File: src/rtl/core/hmfc_pkg.sv
// shared types and constants of the heat map false colour block
package hmfc_pkg;

    // quotient bits of one gradient ramp step (colour components are 8 bits)
    localparam int RAMP_BITS = 8;
    localparam logic [7:0] FULL = 8'hFF;
    localparam logic [7:0] NONE = 8'h00;

    // gradient segments, taken from the top two level bits
    localparam logic [1:0] SEG_BLUE_CYAN   = 2'd0;
    localparam logic [1:0] SEG_CYAN_GREEN  = 2'd1;
    localparam logic [1:0] SEG_GREEN_YELLOW = 2'd2;
    localparam logic [1:0] SEG_YELLOW_RED  = 2'd3;

    typedef enum logic [5:0] {
        ST_IDLE    = 6'b000001,
        ST_SETUP   = 6'b000010,
        ST_LEVEL   = 6'b000100,
        ST_RAMP_GO = 6'b001000,
        ST_RAMP    = 6'b010000,
        ST_DONE    = 6'b100000
    } state_t;

    typedef struct packed {
        logic start;
        logic ramp;   // 1: ramp division, RAMP_BITS steps; 0: level division
    } div_ctrl_t;

endpackage

File: src/rtl/core/heat_map_false_colour.sv
// top level: two-pass min/max normalized false colour mapping
//
//  beat     direction  handshake                  payload
//  sample   in         sample_valid/sample_stall  kind, sample, frame_start
//  pixel    out        pixel_valid/pixel_stall    red, green, blue, level
//
// a measure beat does not stall the input and the next beat can follow at once
// a colour beat stalls the input through setup, the level division for the level bits,
// the load of the ramp division and the division for the eight ramp bits, and the
// load of the pixel; a flat or saturated sample skips the level division
// the pixel is valid when the input stall drops, and the next beat can be taken in that same cycle
// reset restores the tracker to the empty state (min above max)
// the result sits in an output register; a stalled pixel beat only holds the
// next colour beat at its final step
module heat_map_false_colour #(
    parameter int SAMPLE_WIDTH  = 32,
    parameter int COLOUR_LEVELS = 1024
) (
    input  logic                                 clk,
    input  logic                                 rst_n,
    input  logic                                 sample_valid,
    output logic                                 sample_stall,
    input  logic                                 kind,
    input  logic signed [SAMPLE_WIDTH-1:0]       sample,
    input  logic                                 frame_start,
    output logic                                 pixel_valid,
    input  logic                                 pixel_stall,
    output logic [7:0]                           red,
    output logic [7:0]                           green,
    output logic [7:0]                           blue,
    output logic [$clog2(COLOUR_LEVELS)-1:0]     level
);

    localparam int LB = $clog2(COLOUR_LEVELS);
    localparam int SW = SAMPLE_WIDTH;
    localparam int DW = (SW > LB) ? SW : LB;
    localparam int TW = LB - 2;

    hmfc_pkg::state_t    state_reg;
    hmfc_pkg::state_t    state_next;
    hmfc_pkg::div_ctrl_t div_ctrl;

    logic [SW-1:0] v_reg;
    logic [SW-1:0] v_next;
    logic [LB-1:0] k_reg;
    logic [LB-1:0] k_next;
    logic [7:0]    ramp_reg;
    logic [7:0]    ramp_next;
    logic [7:0]    red_reg;
    logic [7:0]    red_next;
    logic [7:0]    green_reg;
    logic [7:0]    green_next;
    logic [7:0]    blue_reg;
    logic [7:0]    blue_next;
    logic [LB-1:0] level_reg;
    logic [LB-1:0] level_next;
    logic          pixel_valid_reg;
    logic          pixel_valid_next;

    logic          accept;
    logic [SW-1:0] v_in;
    logic [SW-1:0] min_val;
    logic [SW-1:0] max_val;
    logic [SW-1:0] diff;
    logic [SW-1:0] span;
    logic          flat;
    logic          top;
    logic [DW-1:0] rem_init;
    logic [DW-1:0] divisor;
    logic [LB-1:0] shift_in;
    logic          div_done;
    logic [LB-1:0] quotient;
    logic [TW-1:0] dividend_hi;
    logic [7:0]    dividend_lo;
    logic [7:0]    grad_red;
    logic [7:0]    grad_green;
    logic [7:0]    grad_blue;
    logic          out_free;

    assign sample_stall = (state_reg != hmfc_pkg::ST_IDLE);
    assign accept       = sample_valid && !sample_stall;
    // offset binary: unsigned order equals signed order
    assign v_in         = {~sample[SW-1], sample[SW-2:0]};

    hmfc_range #(
        .SAMPLE_WIDTH(SW)
    ) u_range (
        .clk     (clk),
        .rst_n   (rst_n),
        .update  (accept && !kind),
        .restart (frame_start),
        .value   (v_in),
        .min_val (min_val),
        .max_val (max_val)
    );

    assign diff = v_reg - min_val;
    assign span = max_val - min_val;
    assign flat = (max_val <= min_val) || (v_reg <= min_val);
    assign top  = (v_reg >= max_val);

    always_comb
    begin
        div_ctrl.start = 1'b0;
        div_ctrl.ramp  = 1'b0;
        rem_init       = DW'(diff);
        divisor        = DW'(span);
        shift_in       = '0;
        if (state_reg == hmfc_pkg::ST_SETUP)
        begin
            div_ctrl.start = !flat && !top;
        end
        else if (state_reg == hmfc_pkg::ST_RAMP_GO)
        begin
            div_ctrl.start = 1'b1;
            div_ctrl.ramp  = 1'b1;
            rem_init       = DW'(dividend_hi);
            divisor        = DW'({TW{1'b1}});
            shift_in       = LB'(dividend_lo) << (LB - hmfc_pkg::RAMP_BITS);
        end
    end

    hmfc_div #(
        .DIV_WIDTH (DW),
        .LEVEL_BITS(LB)
    ) u_div (
        .clk      (clk),
        .rst_n    (rst_n),
        .ctrl     (div_ctrl),
        .rem_init (rem_init),
        .divisor  (divisor),
        .shift_in (shift_in),
        .done     (div_done),
        .quotient (quotient)
    );

    hmfc_gradient #(
        .LEVEL_BITS(LB)
    ) u_gradient (
        .level       (k_reg),
        .ramp        (ramp_reg),
        .dividend_hi (dividend_hi),
        .dividend_lo (dividend_lo),
        .red         (grad_red),
        .green       (grad_green),
        .blue        (grad_blue)
    );

    assign out_free = !pixel_valid_reg || !pixel_stall;

    always_comb
    begin
        state_next       = state_reg;
        v_next           = v_reg;
        k_next           = k_reg;
        ramp_next        = ramp_reg;
        red_next         = red_reg;
        green_next       = green_reg;
        blue_next        = blue_reg;
        level_next       = level_reg;
        pixel_valid_next = pixel_valid_reg && pixel_stall;
        case (state_reg)
            hmfc_pkg::ST_IDLE:
            begin
                if (accept && kind)
                begin
                    v_next     = v_in;
                    state_next = hmfc_pkg::ST_SETUP;
                end
            end
            hmfc_pkg::ST_SETUP:
            begin
                if (flat)
                begin
                    k_next     = '0;
                    state_next = hmfc_pkg::ST_RAMP_GO;
                end
                else if (top)
                begin
                    k_next     = '1;
                    state_next = hmfc_pkg::ST_RAMP_GO;
                end
                else
                begin
                    state_next = hmfc_pkg::ST_LEVEL;
                end
            end
            hmfc_pkg::ST_LEVEL:
            begin
                if (div_done)
                begin
                    k_next     = quotient;
                    state_next = hmfc_pkg::ST_RAMP_GO;
                end
            end
            hmfc_pkg::ST_RAMP_GO:
            begin
                state_next = hmfc_pkg::ST_RAMP;
            end
            hmfc_pkg::ST_RAMP:
            begin
                if (div_done)
                begin
                    ramp_next  = quotient[7:0];
                    state_next = hmfc_pkg::ST_DONE;
                end
            end
            hmfc_pkg::ST_DONE:
            begin
                if (out_free)
                begin
                    red_next         = grad_red;
                    green_next       = grad_green;
                    blue_next        = grad_blue;
                    level_next       = k_reg;
                    pixel_valid_next = 1'b1;
                    state_next       = hmfc_pkg::ST_IDLE;
                end
            end
            default:
            begin
                state_next = hmfc_pkg::ST_IDLE;
            end
        endcase
    end

    always_ff @(posedge clk or negedge rst_n)
    begin
        if (!rst_n)
        begin
            state_reg       <= hmfc_pkg::ST_IDLE;
            pixel_valid_reg <= 1'b0;
        end
        else
        begin
            state_reg       <= state_next;
            pixel_valid_reg <= pixel_valid_next;
        end
    end

    always_ff @(posedge clk)
    begin
        v_reg     <= v_next;
        k_reg     <= k_next;
        ramp_reg  <= ramp_next;
        red_reg   <= red_next;
        green_reg <= green_next;
        blue_reg  <= blue_next;
        level_reg <= level_next;
    end

    assign pixel_valid = pixel_valid_reg;
    assign red         = red_reg;
    assign green       = green_reg;
    assign blue        = blue_reg;
    assign level       = level_reg;

endmodule

File: src/rtl/core/hmfc_range.sv
// running minimum and maximum of the measure pass, offset-binary form
module hmfc_range #(
    parameter int SAMPLE_WIDTH = 32
) (
    input  logic                    clk,
    input  logic                    rst_n,
    input  logic                    update,
    input  logic                    restart,
    input  logic [SAMPLE_WIDTH-1:0] value,
    output logic [SAMPLE_WIDTH-1:0] min_val,
    output logic [SAMPLE_WIDTH-1:0] max_val
);

    logic [SAMPLE_WIDTH-1:0] min_reg;
    logic [SAMPLE_WIDTH-1:0] min_next;
    logic [SAMPLE_WIDTH-1:0] max_reg;
    logic [SAMPLE_WIDTH-1:0] max_next;

    always_comb
    begin
        min_next = min_reg;
        max_next = max_reg;
        if (update)
        begin
            if (restart)
            begin
                min_next = value;
                max_next = value;
            end
            else
            begin
                if (value < min_reg)
                begin
                    min_next = value;
                end
                if (value > max_reg)
                begin
                    max_next = value;
                end
            end
        end
    end

    always_ff @(posedge clk or negedge rst_n)
    begin
        if (!rst_n)
        begin
            min_reg <= '1;
            max_reg <= '0;
        end
        else
        begin
            min_reg <= min_next;
            max_reg <= max_next;
        end
    end

    assign min_val = min_reg;
    assign max_val = max_reg;

endmodule

File: src/rtl/core/hmfc_div.sv
// shared bit-serial restoring divider, one quotient bit per cycle
module hmfc_div #(
    parameter int DIV_WIDTH  = 32,
    parameter int LEVEL_BITS = 10
) (
    input  logic                  clk,
    input  logic                  rst_n,
    input  hmfc_pkg::div_ctrl_t   ctrl,
    input  logic [DIV_WIDTH-1:0]  rem_init,
    input  logic [DIV_WIDTH-1:0]  divisor,
    input  logic [LEVEL_BITS-1:0] shift_in,
    output logic                  done,
    output logic [LEVEL_BITS-1:0] quotient
);

    localparam int CW = $clog2(LEVEL_BITS + 1);

    logic [DIV_WIDTH-1:0]  rem_reg;
    logic [DIV_WIDTH-1:0]  rem_next;
    logic [DIV_WIDTH-1:0]  dvs_reg;
    logic [DIV_WIDTH-1:0]  dvs_next;
    logic [LEVEL_BITS-1:0] bits_reg;
    logic [LEVEL_BITS-1:0] bits_next;
    logic [LEVEL_BITS-1:0] q_reg;
    logic [LEVEL_BITS-1:0] q_next;
    logic [CW-1:0]         cnt_reg;
    logic [CW-1:0]         cnt_next;
    logic                  busy_reg;
    logic                  busy_next;
    logic                  done_reg;
    logic                  done_next;

    logic [DIV_WIDTH:0]    trial;
    logic [DIV_WIDTH:0]    trial_sub;
    logic                  fits;

    // remainder stays below the divisor, so doubling fits one extra bit
    assign trial     = {rem_reg, bits_reg[LEVEL_BITS-1]};
    assign trial_sub = trial - {1'b0, dvs_reg};
    assign fits      = trial >= {1'b0, dvs_reg};

    always_comb
    begin
        rem_next  = rem_reg;
        dvs_next  = dvs_reg;
        bits_next = bits_reg;
        q_next    = q_reg;
        cnt_next  = cnt_reg;
        busy_next = busy_reg;
        done_next = 1'b0;
        if (ctrl.start)
        begin
            rem_next  = rem_init;
            dvs_next  = divisor;
            bits_next = shift_in;
            q_next    = '0;
            cnt_next  = ctrl.ramp ? CW'(hmfc_pkg::RAMP_BITS) : CW'(LEVEL_BITS);
            busy_next = 1'b1;
        end
        else if (busy_reg)
        begin
            rem_next  = fits ? trial_sub[DIV_WIDTH-1:0] : trial[DIV_WIDTH-1:0];
            q_next    = {q_reg[LEVEL_BITS-2:0], fits};
            bits_next = bits_reg << 1;
            cnt_next  = cnt_reg - CW'(1);
            if (cnt_reg == CW'(1))
            begin
                busy_next = 1'b0;
                done_next = 1'b1;
            end
        end
    end

    always_ff @(posedge clk or negedge rst_n)
    begin
        if (!rst_n)
        begin
            cnt_reg  <= '0;
            busy_reg <= 1'b0;
            done_reg <= 1'b0;
        end
        else
        begin
            cnt_reg  <= cnt_next;
            busy_reg <= busy_next;
            done_reg <= done_next;
        end
    end

    always_ff @(posedge clk)
    begin
        rem_reg  <= rem_next;
        dvs_reg  <= dvs_next;
        bits_reg <= bits_next;
        q_reg    <= q_next;
    end

    assign done     = done_reg;
    assign quotient = q_reg;

endmodule

File: src/rtl/core/hmfc_gradient.sv
// four-segment gradient: ramp dividend from a level, colour from the ramp value
module hmfc_gradient #(
    parameter int LEVEL_BITS = 10
) (
    input  logic [LEVEL_BITS-1:0] level,
    input  logic [7:0]            ramp,
    output logic [LEVEL_BITS-3:0] dividend_hi,
    output logic [7:0]            dividend_lo,
    output logic [7:0]            red,
    output logic [7:0]            green,
    output logic [7:0]            blue
);

    localparam int TW = LEVEL_BITS - 2;

    logic [1:0]    seg;
    logic [TW-1:0] pos;
    logic [TW-1:0] arg;
    logic [TW+7:0] prod;

    assign seg = level[LEVEL_BITS-1:LEVEL_BITS-2];
    assign pos = level[TW-1:0];
    // falling segments count down from the segment end
    assign arg = seg[0] ? ~pos : pos;
    // arg * 255 as shift and subtract
    assign prod = {arg, 8'h00} - (TW + 8)'(arg);
    assign dividend_hi = prod[TW+7:8];
    assign dividend_lo = prod[7:0];

    always_comb
    begin
        case (seg)
            hmfc_pkg::SEG_BLUE_CYAN:
            begin
                red   = hmfc_pkg::NONE;
                green = ramp;
                blue  = hmfc_pkg::FULL;
            end
            hmfc_pkg::SEG_CYAN_GREEN:
            begin
                red   = hmfc_pkg::NONE;
                green = hmfc_pkg::FULL;
                blue  = ramp;
            end
            hmfc_pkg::SEG_GREEN_YELLOW:
            begin
                red   = ramp;
                green = hmfc_pkg::FULL;
                blue  = hmfc_pkg::NONE;
            end
            default:
            begin
                red   = hmfc_pkg::FULL;
                green = ramp;
                blue  = hmfc_pkg::NONE;
            end
        endcase
    end

endmodule
File: config.mk
export PLATFORM = sky130hd
export DESIGN_NAME = heat_map_false_colour
export DESIGN_NICKNAME = d
export VERILOG_FILES = /design/src/rtl/core/hmfc_pkg.sv /design/src/rtl/core/heat_map_false_colour.sv /design/src/rtl/core/hmfc_range.sv /design/src/rtl/core/hmfc_div.sv /design/src/rtl/core/hmfc_gradient.sv
export SDC_FILE = /design/constraint.sdc
export NUM_CORES = 1
export LEC_CHECK = 0
export BUFFER_PORTS_ARGS = -buffer_cell sky130_fd_sc_hd__buf_2
export CELL_PAD_IN_SITES_DETAIL_PLACEMENT = 1
export CELL_PAD_IN_SITES_GLOBAL_PLACEMENT = 1
export CORE_MARGIN = 3
export CORE_UTILIZATION = 45
export DETAILED_ROUTE_END_ITERATION = 8
export PLACE_DENSITY_LB_ADDON = 0.15
export SLEW_MARGIN = 20
export SYNTH_ARGS = -nofsm -noshare
export SYNTH_HDL_FRONTEND = slang
export SYNTH_HIERARCHICAL = 1
export SYNTH_SLANG_ARGS = --single-unit
File: constraint.sdc
create_clock -name clk -period 4.5 [get_ports clk]
set_input_delay 0.45 -clock clk [delete_from_list [all_inputs] [get_ports clk]]
set_output_delay 0.45 -clock clk [all_outputs]
set_load 0.02 [all_outputs]
==> summary.md, run 1 <==
| Metric | Value |
|---|---|
| Max_slew headroom | `27.8%` |
| First-pass GRT wire length | `89,700 um` |
| Die Wd | `211 um` |
| H-tree levels | `1` |
| CTS tree | `done` |
| Chip height | `211 um` |
| Final setup fails | `0` |
| Share of cells above drive strength 1 | `15.3%` |
| Cell variety after synth | `99` |
| Data required, critical path | `4.69 ns` |
| Top post-synthesis cells by area | `edfxtp_1, ha_1, dfrtp_1, dfstp_2, a21oi_1` |
| RSZ-0062 raised after global routing | `false` |
| Total gr overflow | `0` |
| DR DRC count | `0` |
| CP Capture Type | `flip-flop` |
| Crit. Startpoint | `u_range/min_val[25]` |
| Filler cells | `4,671` |
| HP Class | `input port to flip-flop` |
| P_leak | `9.26 nW` |
| Cell Pwr Density | `843 nW/um2` |
| Fraction of the yosys area taken by sequential cells | `36.4%` |
| Final Cell Area | `20,800 um2` |
| Max Freq | `244 MHz` |
| Core ar. | `41,200 um2` |
| Minimum clock period after layout | `4.09 ns` |
| Arrival time worst endpoint | `4.28 ns` |
| Final non-filler cell total | `2,631` |
| Skew-Pair Late Insertion Delay | `0.56 ns` |
| Status | `finished, final reports clean` |
| Final slew viol count | `0` |
| FF+latch count, synth | `245` |
| R2r startpoint | `u_range/min_val[25]` |
| Rows | `74` |
| Fin. Hold Viols | `0` |
| Top Ports | `74` |
| Die ar. | `44,700 um2` |
| First-pass detailed-route iteration total | `5` |
| DR vias | `15,600` |
| Nets | `2,316` |
| Critical path peak fanout | `42` |
| DRT antenna net count | `0` |
| Area growth syn-to-layout | `9.84%` |
| Total routed wirelength | `56,300 um` |
| Top cell type's share of synthesized area | `25.0%` |
| Vias in the first global route | `16,400` |
| Final antenna diode count | `0` |
| Cells after Synth | `2,032` |
| Placed insts | `2,576` |
| Top_reg_cell synth | `edfxtp_1` |
| Async SR Flop Fraction | `31.4%` |
| Worst-Margin Slew | `1.07 ns` |
| Max-cap violations | `0` |
| Yosys top cell by area | `edfxtp_1` |
| Worst VDD drop | `292 uV` |
| Per-cell routed wire length | `21.4 um` |
| EDFF count, synth | `158` |
| Detail Placement HPWL | `43,500 um` |
| CTS Buf Count | `29` |
| Hold Crit Start | `sample_valid` |
| Avg Cell Area, Syn | `9.34 um2` |
| Fin Setup TNS | `0 ns` |
| Maximum clock insertion buffer count | `3` |
| Post-Syn Area | `19,000 um2` |
| Initial Utilization | `46.1%` |
| Period utilization | `90.9%` |
| DR iter-0 viols | `844` |
| Via/cell ratio | `5.91` |
| Total clock sinks | `245` |
| Multi-input logic area | `10,900 um2` |
| Post-DP Area | `19,800 um2` |
| Clk_skew | `0.0126 ns` |
| Most frequent cell after synthesis | `ha_1` |
| FF+latch area | `6910 um2` |
| Total track usage | `25.0%` |
| Crit Path Class | `flip-flop to flip-flop` |
| Synth top cells by count | `ha_1, inv_1, edfxtp_1, a21oi_1, nor2_1` |
| Largest net degree at the start of global routing | `43` |
| Clock slew at reported path FFs | `0.06 ns` |
| YS warnings | `6` |
| Routability cong. | `0.912` |
| Root Driver | `clkbuf_16` |
| Startpoint types | `flip-flop` |
| Initial antenna violation count | `0` |
| Place WS | `0.413 ns` |
| Setup WS post-layout | `0.410 ns` |
| Buffers on Ports | `73` |
| Final Util | `50.6%` |
## final timing paths
| path | to | slack, ns | cells after the start |
|---|---|---|---|
| setup / recovery | u_div/rem_reg[21] | 0.41 | 11 |
| hold / removal | state_reg[1] | 0.14 | 2 |
| setup reg to reg | u_div/rem_reg[21] | 0.41 | 11 |
| hold reg to reg | level[9] | 0.49 | 0 |
| max in group asynchronous | u_range/min_val[25] | 3.10 | 3 |
| min in group asynchronous | u_range/max_val[1] | 0.41 | 2 |
## area by class of cell
class                      instances  share of cell area (%)
multi-input combinational       1505                    52.4
sequential                       245                    33.2
clock buffer                      37                    3.72
inverter                         194                    3.49
tap                              532                    3.19
timing repair buffer             102                    2.98
clock inverter                    16                    1.03
## layout by cell type, fill, tap and decap left out, types with 11 or more instances in the layout
master	synthesis	final
or2_2	18	17
mux2i_1	13	13
inv_1	193	193
nor2_1	151	151
nand2b_1	19	19
o211ai_1	30	30
a21o_1	83	83
a211oi_1	15	15
xnor2_1	49	49
o211ai_2	11	11
a21oi_1	151	149
clkbuf_16	0	29
nor4_1	40	40
nor2b_1	13	13
buf_4	3	27
xor2_1	36	36
nand2_1	136	135
o21a_1	21	21
nand3_1	35	35
a31oi_1	17	17
o21ai_0	104	104
and3_1	24	24
dfstp_2	33	33
and2_1	12	12
mux2_2	65	65
nand4_1	26	26
buf_2	23	72
a22oi_1	35	35
edfxtp_1	158	158
ha_1	198	198
nor3_1	25	25
dfrtp_1	44	44
## through the flow
stage               power (mW)  hold WS [ns]
global placement          14.5         0.469
global route              19.0         0.143
CTS                       17.5         0.116
floorplan                 12.0         0.154
finish                    17.6         0.141
detailed placement        14.9         0.476
## per-layer routing
metal | wire, um | track usage, % | vias up
met5 | 0 | 0 | -
met4 | 1870 | 7.92 | 0
met3 | 1790 | 2.22 | 100
met2 | 26500 | 41.9 | 273
met1 | 26100 | 34.6 | 7684
li1 | - | - | 7494
## kinds of logic after synthesis
logic type      share of synthesized area, %
fa+ha+maj                               13.4
simple gates                            15.1
flops                                   36.4
compound gates                          20.2
buf+inv                                 6.25
mux                                     4.70
other cells                           0.0198
xor+xnor                                3.92
## where the power goes
group	internal, mW	switching, mW
clock	1.50	0.969
combinational	4.38	6.47
sequential	3.60	0.654
## worst max-delay path: stages (launching register included)
cell and delay (ns):
dfstp_2 0.54, inv_1 0.07, ha_1 0.44, nand4_1 0.21, nor2_2 0.23, nand3_1 0.14, or2_2 0.32, a31oi_1 0.28
a21oi_2 0.09, or3_1 0.48, nand2_4 0.29, or2_4 0.61
## timing repair
item                       4_1_cts  5_1_grt
resized for setup                0        0
setup buffers                    0        0
hold buffers                     1        0
hold endpoints to repair        23        0
setup endpoints to repair        0        0
No activity file was read; power rests on OpenSTA's default activity.
==> run 2: changes to the inputs <==
--- a/config.mk
+++ b/config.mk
@@ -8,6 +8,7 @@
 export BUFFER_PORTS_ARGS = -buffer_cell sky130_fd_sc_hd__buf_2
 export CELL_PAD_IN_SITES_DETAIL_PLACEMENT = 1
 export CELL_PAD_IN_SITES_GLOBAL_PLACEMENT = 1
+export CORE_ASPECT_RATIO = 0.8
 export CORE_MARGIN = 3
 export CORE_UTILIZATION = 45
 export DETAILED_ROUTE_END_ITERATION = 8
==> constraint.sdc (replaced) <==
create_clock -name clk -period 3.66 [get_ports clk]
set_input_delay 0.366 -clock clk [delete_from_list [all_inputs] [get_ports clk]]
set_output_delay 0.366 -clock clk [all_outputs]
set_load 0.02 [all_outputs]
==> summary.md, run 2 (synthesis results as in run 1) <==
| Metric | Value |
|---|---|
| Via/cell ratio | `5.94` |
| Final Cell Area | `21,500 um2` |
| Final non-filler cell total | `2,708` |
| Crit Path Class | `flip-flop to flip-flop` |
| Area growth syn-to-layout | `13.4%` |
| Share of cells above drive strength 1 | `18.7%` |
| Total routed wirelength | `60,200 um` |
| Maximum clock insertion buffer count | `3` |
| DR vias | `16,100` |
| Worst VDD drop | `434 uV` |
| Routability cong. | `0.921` |
| R2R Setup Slk | `0.12 ns` |
| Power, Total | `22.5 mW` |
| P_leak | `9.62 nW` |
| CTS Buf Count | `28` |
| Initial Utilization | `46.2%` |
| Rows | `66` |
| Status | `finished, final reports clean` |
| Arrival time worst endpoint | `3.84 ns` |
| Detail Placement HPWL | `46,000 um` |
| DR iter-0 viols | `1,267` |
| Final setup fails | `0` |
| H-tree levels | `1` |
| Startpoint types | `flip-flop` |
| Chip height | `190 um` |
| Total clock sinks | `245` |
| Per-cell routed wire length | `22.2 um` |
| Clk_skew | `0.0220 ns` |
| Clock slew at reported path FFs | `0.06 ns` |
| DR DRC count | `0` |
| Nets | `2,381` |
| Max-cap violations | `0` |
| Critical path peak fanout | `7` |
| CP Capture Type | `flip-flop` |
| Final antenna diode count | `0` |
| Largest net degree at the start of global routing | `67` |
| Data required, critical path | `3.96 ns` |
| Hold slack | `0.0636 ns` |
| Post-DP Area | `20,300 um2` |
| CTS tree | `done` |
| RSZ-0062 raised after global routing | `true` |
| Final Util | `52.3%` |
| Cell Pwr Density | `1050 nW/um2` |
| Fin. Hold Viols | `0` |
| Total gr overflow | `0` |
| Core ar. | `41,100 um2` |
| Max_slew headroom | `36.2%` |
| DRT antenna net count | `0` |
| First-pass detailed-route iteration total | `6` |
| Buffers on Ports | `73` |
| Top Ports | `74` |
| Max Freq | `282 MHz` |
| Commonest non-fill, non-tap cells in the layout | `ha_1, inv_1, edfxtp_1` |
| Skew-Pair Late Insertion Delay | `0.57 ns` |
| Period utilization | `96.8%` |
| Root Driver | `clkbuf_16` |
| Minimum clock period after layout | `3.54 ns` |
| First-pass GRT wire length | `94,500 um` |
| Placed insts | `2,641` |
| Vias in the first global route | `16,400` |
| Worst-Margin Slew | `0.957 ns` |
| Die ar. | `44,700 um2` |
| Final slew viol count | `0` |
| Initial antenna violation count | `0` |
| Total track usage | `26.2%` |
| Commonest non-fill, non-tap cell in the layout | `ha_1` |
| HP Class | `input port to flip-flop` |
| Die Wd | `236 um` |
## run 2: worst max-delay path: stages (launching register included)
cell and delay (ns):
dfrtp_1 0.39, inv_1 0.07, ha_1 0.20, fa_2 0.35, and2b_2 0.24, o2111ai_1 0.15, and3_4 0.21, o31a_1 0.28
o21ai_2 0.18, a21oi_2 0.08, or3_4 0.48, nand2_8 0.17, buf_4 0.16, mux2_2 0.32
## run 2: path summary, 6_finish.rpt
kind                               startpoint                 end  cells past startpoint
max in group asynchronous               rst_n        state_reg[0]                      3
setup reg to reg           u_range/max_val[0]   u_div/rem_reg[20]                     13
setup / recovery           u_range/max_val[0]   u_div/rem_reg[20]                     13
min in group asynchronous               rst_n  u_range/max_val[0]                      2
hold / removal                   sample_valid        state_reg[1]                      2
hold reg to reg             u_div/quotient[5]         ramp_reg[5]                      0
## run 2: what timing repair did
action / CTS / global route
pin swaps: 0 / 4
setup buffers: 1 / 8
gates resized for setup: 0 / 16
hold buffers: 1 / 0
endpoints found under the setup margin: 29 / 113
endpoints found under the hold margin: 33 / 0
gates cloned: 1 / 3
## run 2: area by class of cell
type,count,area (um2)
timing repair buffer,166,1230
tap,544,681
clock inverter,10,90.1
clock buffer,42,865
multi-input combinational,1507,11000
fill,4720,19600
sequential,245,6910
inverter,194,728
## run 2: metrics by stage
stage / TNS [ns] / setup slack (ns)
after floorplan: 0 / 0.00393
after global placement: 0 / 0.122
after detailed placement: -0.0918 / -0.0177
after CTS: 0 / 0.0101
after global routing: -0.0426 / -0.0426
final: 0 / 0.117
## run 2: per-layer routing
metal  GRT usage, %  up-vias  part of all wire (%)
li1               -     7613                     -
met1           40.2     8044                    50
met2           40.5      350                    44
met3           2.42       74                   4.0
met4           5.05        0                   1.9
met5              0        -                     0
## run 2: power breakdown
group	switching [mW]	internal, mW	total (mW)
logic	8.47	5.94	14.4
clock network	1.19	1.70	2.89
registers	0.765	4.43	5.19
total	10.4	12.1	22.5
==> run 3: changes to the inputs <==
--- a/config.mk
+++ b/config.mk
@@ -6,12 +6,11 @@
 export NUM_CORES = 1
 export LEC_CHECK = 0
 export BUFFER_PORTS_ARGS = -buffer_cell sky130_fd_sc_hd__buf_2
-export CELL_PAD_IN_SITES_DETAIL_PLACEMENT = 1
-export CELL_PAD_IN_SITES_GLOBAL_PLACEMENT = 1
 export CORE_ASPECT_RATIO = 0.8
 export CORE_MARGIN = 3
-export CORE_UTILIZATION = 45
+export CORE_UTILIZATION = 58
 export DETAILED_ROUTE_END_ITERATION = 8
+export MAX_ROUTING_LAYER = met4
 export PLACE_DENSITY_LB_ADDON = 0.15
 export SLEW_MARGIN = 20
 export SYNTH_ARGS = -nofsm -noshare
==> summary.md, run 3 (synthesis results as in run 1) <==
| Metric | Value |
|---|---|
| Status | `finished, final reports clean` |
| Total gr overflow | `0` |
| Switching share of total power | `45.5%` |
| Total clock sinks | `245` |
| Largest net degree at the start of global routing | `78` |
| Max_slew headroom | `35.1%` |
| Initial Utilization | `59.6%` |
| Worst VDD drop | `582 uV` |
| Reg power frac | `23.3%` |
| Final antenna diode count | `0` |
| Clk_skew | `0.0157 ns` |
| Minimum clock period after layout | `3.60 ns` |
| Max Used Layer | `met4` |
| DR vias | `16,000` |
| HP Class | `input port to flip-flop` |
| Met3 Routed Length | `4620 um` |
| H-tree levels | `1` |
| Max Freq | `278 MHz` |
| Fin Setup TNS | `0 ns` |
| Die ar. | `34,900 um2` |
| Fin. Hold Viols | `0` |
| Vias in the first global route | `14,900` |
| Via/cell ratio | `6.23` |
| Commonest non-fill, non-tap cell in the layout | `ha_1` |
| Per-cell routed wire length | `20.6 um` |
| Initial antenna violation count | `0` |
| Core ar. | `31,900 um2` |
| Max-cap violations | `0` |
| First-pass GRT wire length | `81,900 um` |
| Internal | `12.0 mW` |
| Area growth syn-to-layout | `11.7%` |
| Worst-Margin Slew | `0.966 ns` |
| Switch Pwr | `10.0 mW` |
| Clk pwr share | `12.7%` |
| Cell Pwr Density | `1040 nW/um2` |
| Combinational Power Share | `64.0%` |
| Detail Placement HPWL | `40,000 um` |
| Buffers on Ports | `73` |
| Met2 wire len | `21,400 um` |
| P_leak | `9.51 nW` |
| Crit Path Class | `flip-flop to flip-flop` |
| Chip height | `168 um` |
| Skew-Pair Late Insertion Delay | `0.54 ns` |
| Commonest non-fill, non-tap cells in the layout | `ha_1, inv_1, edfxtp_1` |
| Startpoint types | `flip-flop` |
| Data required, critical path | `3.94 ns` |
| Total track usage | `29.7%` |
| Rows | `58` |
| Root Driver | `clkbuf_16` |
| Share of cells above drive strength 1 | `17.9%` |
| Total routed wirelength | `52,800 um` |
| Wl on met1 | `25,800 um` |
| Final setup fails | `0` |
| Final slew viol count | `0` |
| CTS Buf Count | `26` |
| Top Ports | `74` |
| R2R Setup Slk | `0.06 ns` |
| DR DRC count | `0` |
| Setup WS post-layout | `0.0605 ns` |
| Maximum clock insertion buffer count | `3` |
| Routability cong. | `0.976` |
| Nets | `2,366` |
| Clock slew at reported path FFs | `0.06 ns` |
| DR iter-0 viols | `1,559` |
| Critical path peak fanout | `8` |
| Die Wd | `208 um` |
| First-pass detailed-route iteration total | `6` |
| Place WS | `-0.0150 ns` |
| Period utilization | `98.3%` |
| Arrival time worst endpoint | `3.88 ns` |
| DRT antenna net count | `0` |
| Filler cells | `2,552` |
| CP Capture Type | `flip-flop` |
| CTS tree | `done` |
| RSZ-0062 raised after global routing | `true` |
run 3: cell type report:
| type | count | area (um2) | share of cell area, % |
|---|---|---|---|
| multi-input combinational | 1506 | 11000 | 51.9 |
| timing repair buffer | 154 | 1120 | 5.30 |
| inverter | 194 | 728 | 3.44 |
| clock inverter | 12 | 176 | 0.832 |
| tap | 420 | 526 | 2.48 |
| sequential | 245 | 6910 | 32.6 |
| clock buffer | 36 | 729 | 3.44 |
run 3: what timing repair did:
action	CTS	global route
pin swaps	0	9
hold buffers	0	1
endpoints found under the setup margin	1	88
endpoints found under the hold margin	0	44
gates cloned	0	4
gates resized for setup	1	17
buffers inserted	0	6
run 3: power by group through the flow:
stage	sequential [mW]	combinational, mW	clock [mW]
after global routing	5.25	15.5	2.96
after CTS	5.12	13.6	2.84
after global placement	5.12	13.2	0
after detailed placement	5.17	13.4	0
final	5.15	14.1	2.80
after floorplan	4.89	9.83	0
run 3: worst max-delay path: stages (launching register included):
cell	delay [ns]
dfrtp_2	0.42
inv_1	0.06
ha_2	0.18
fa_2	0.33
and2b_2	0.24
o2111ai_2	0.15
and3_4	0.19
o31a_1	0.31
o21ai_2	0.17
a21oi_2	0.09
or3_4	0.44
nand2_8	0.15
buf_6	0.12
clkbuf_16	0.13
mux2_2	0.33
run 3: per-stage QoR:
stage               area, um2  cells  total power, mW  utilization [%]  hold slack [ns]
floorplan               19000   2033             14.7                -           0.0704
global placement        20100   2507             18.3             62.9            0.471
detailed placement      20100   2507             18.6             62.9            0.474
CTS                     21000   2555             21.5             65.8           0.0459
global route            21200   2567             23.7             66.5            0.107
finish                  21200   2567             22.1             66.5            0.108
run 3: final timing paths:
| path | start | endpoint | depth (start not counted) |
|---|---|---|---|
| worst max register to register | u_range/max_val[0] | u_div/rem_reg[14] | 14 |
| max in group asynchronous | rst_n | u_range/max_val[24] | 2 |
| worst min register to register | u_div/quotient[3] | ramp_reg[3] | 0 |
| worst max-delay path | u_range/max_val[0] | u_div/rem_reg[14] | 14 |
| worst min-delay path | sample[0] | v_reg[0] | 1 |
| min in group asynchronous | rst_n | u_range/max_val[4] | 2 |
run 3: layer usage:
| layer | global-route usage, % | vias to the layer above |
|---|---|---|
| met5 | - | - |
| met4 | 5.39 | 0 |
| met1 | 46.6 | 7606 |
| met2 | 40.2 | 718 |
| li1 | - | 7594 |
| met3 | 5.35 | 72 |
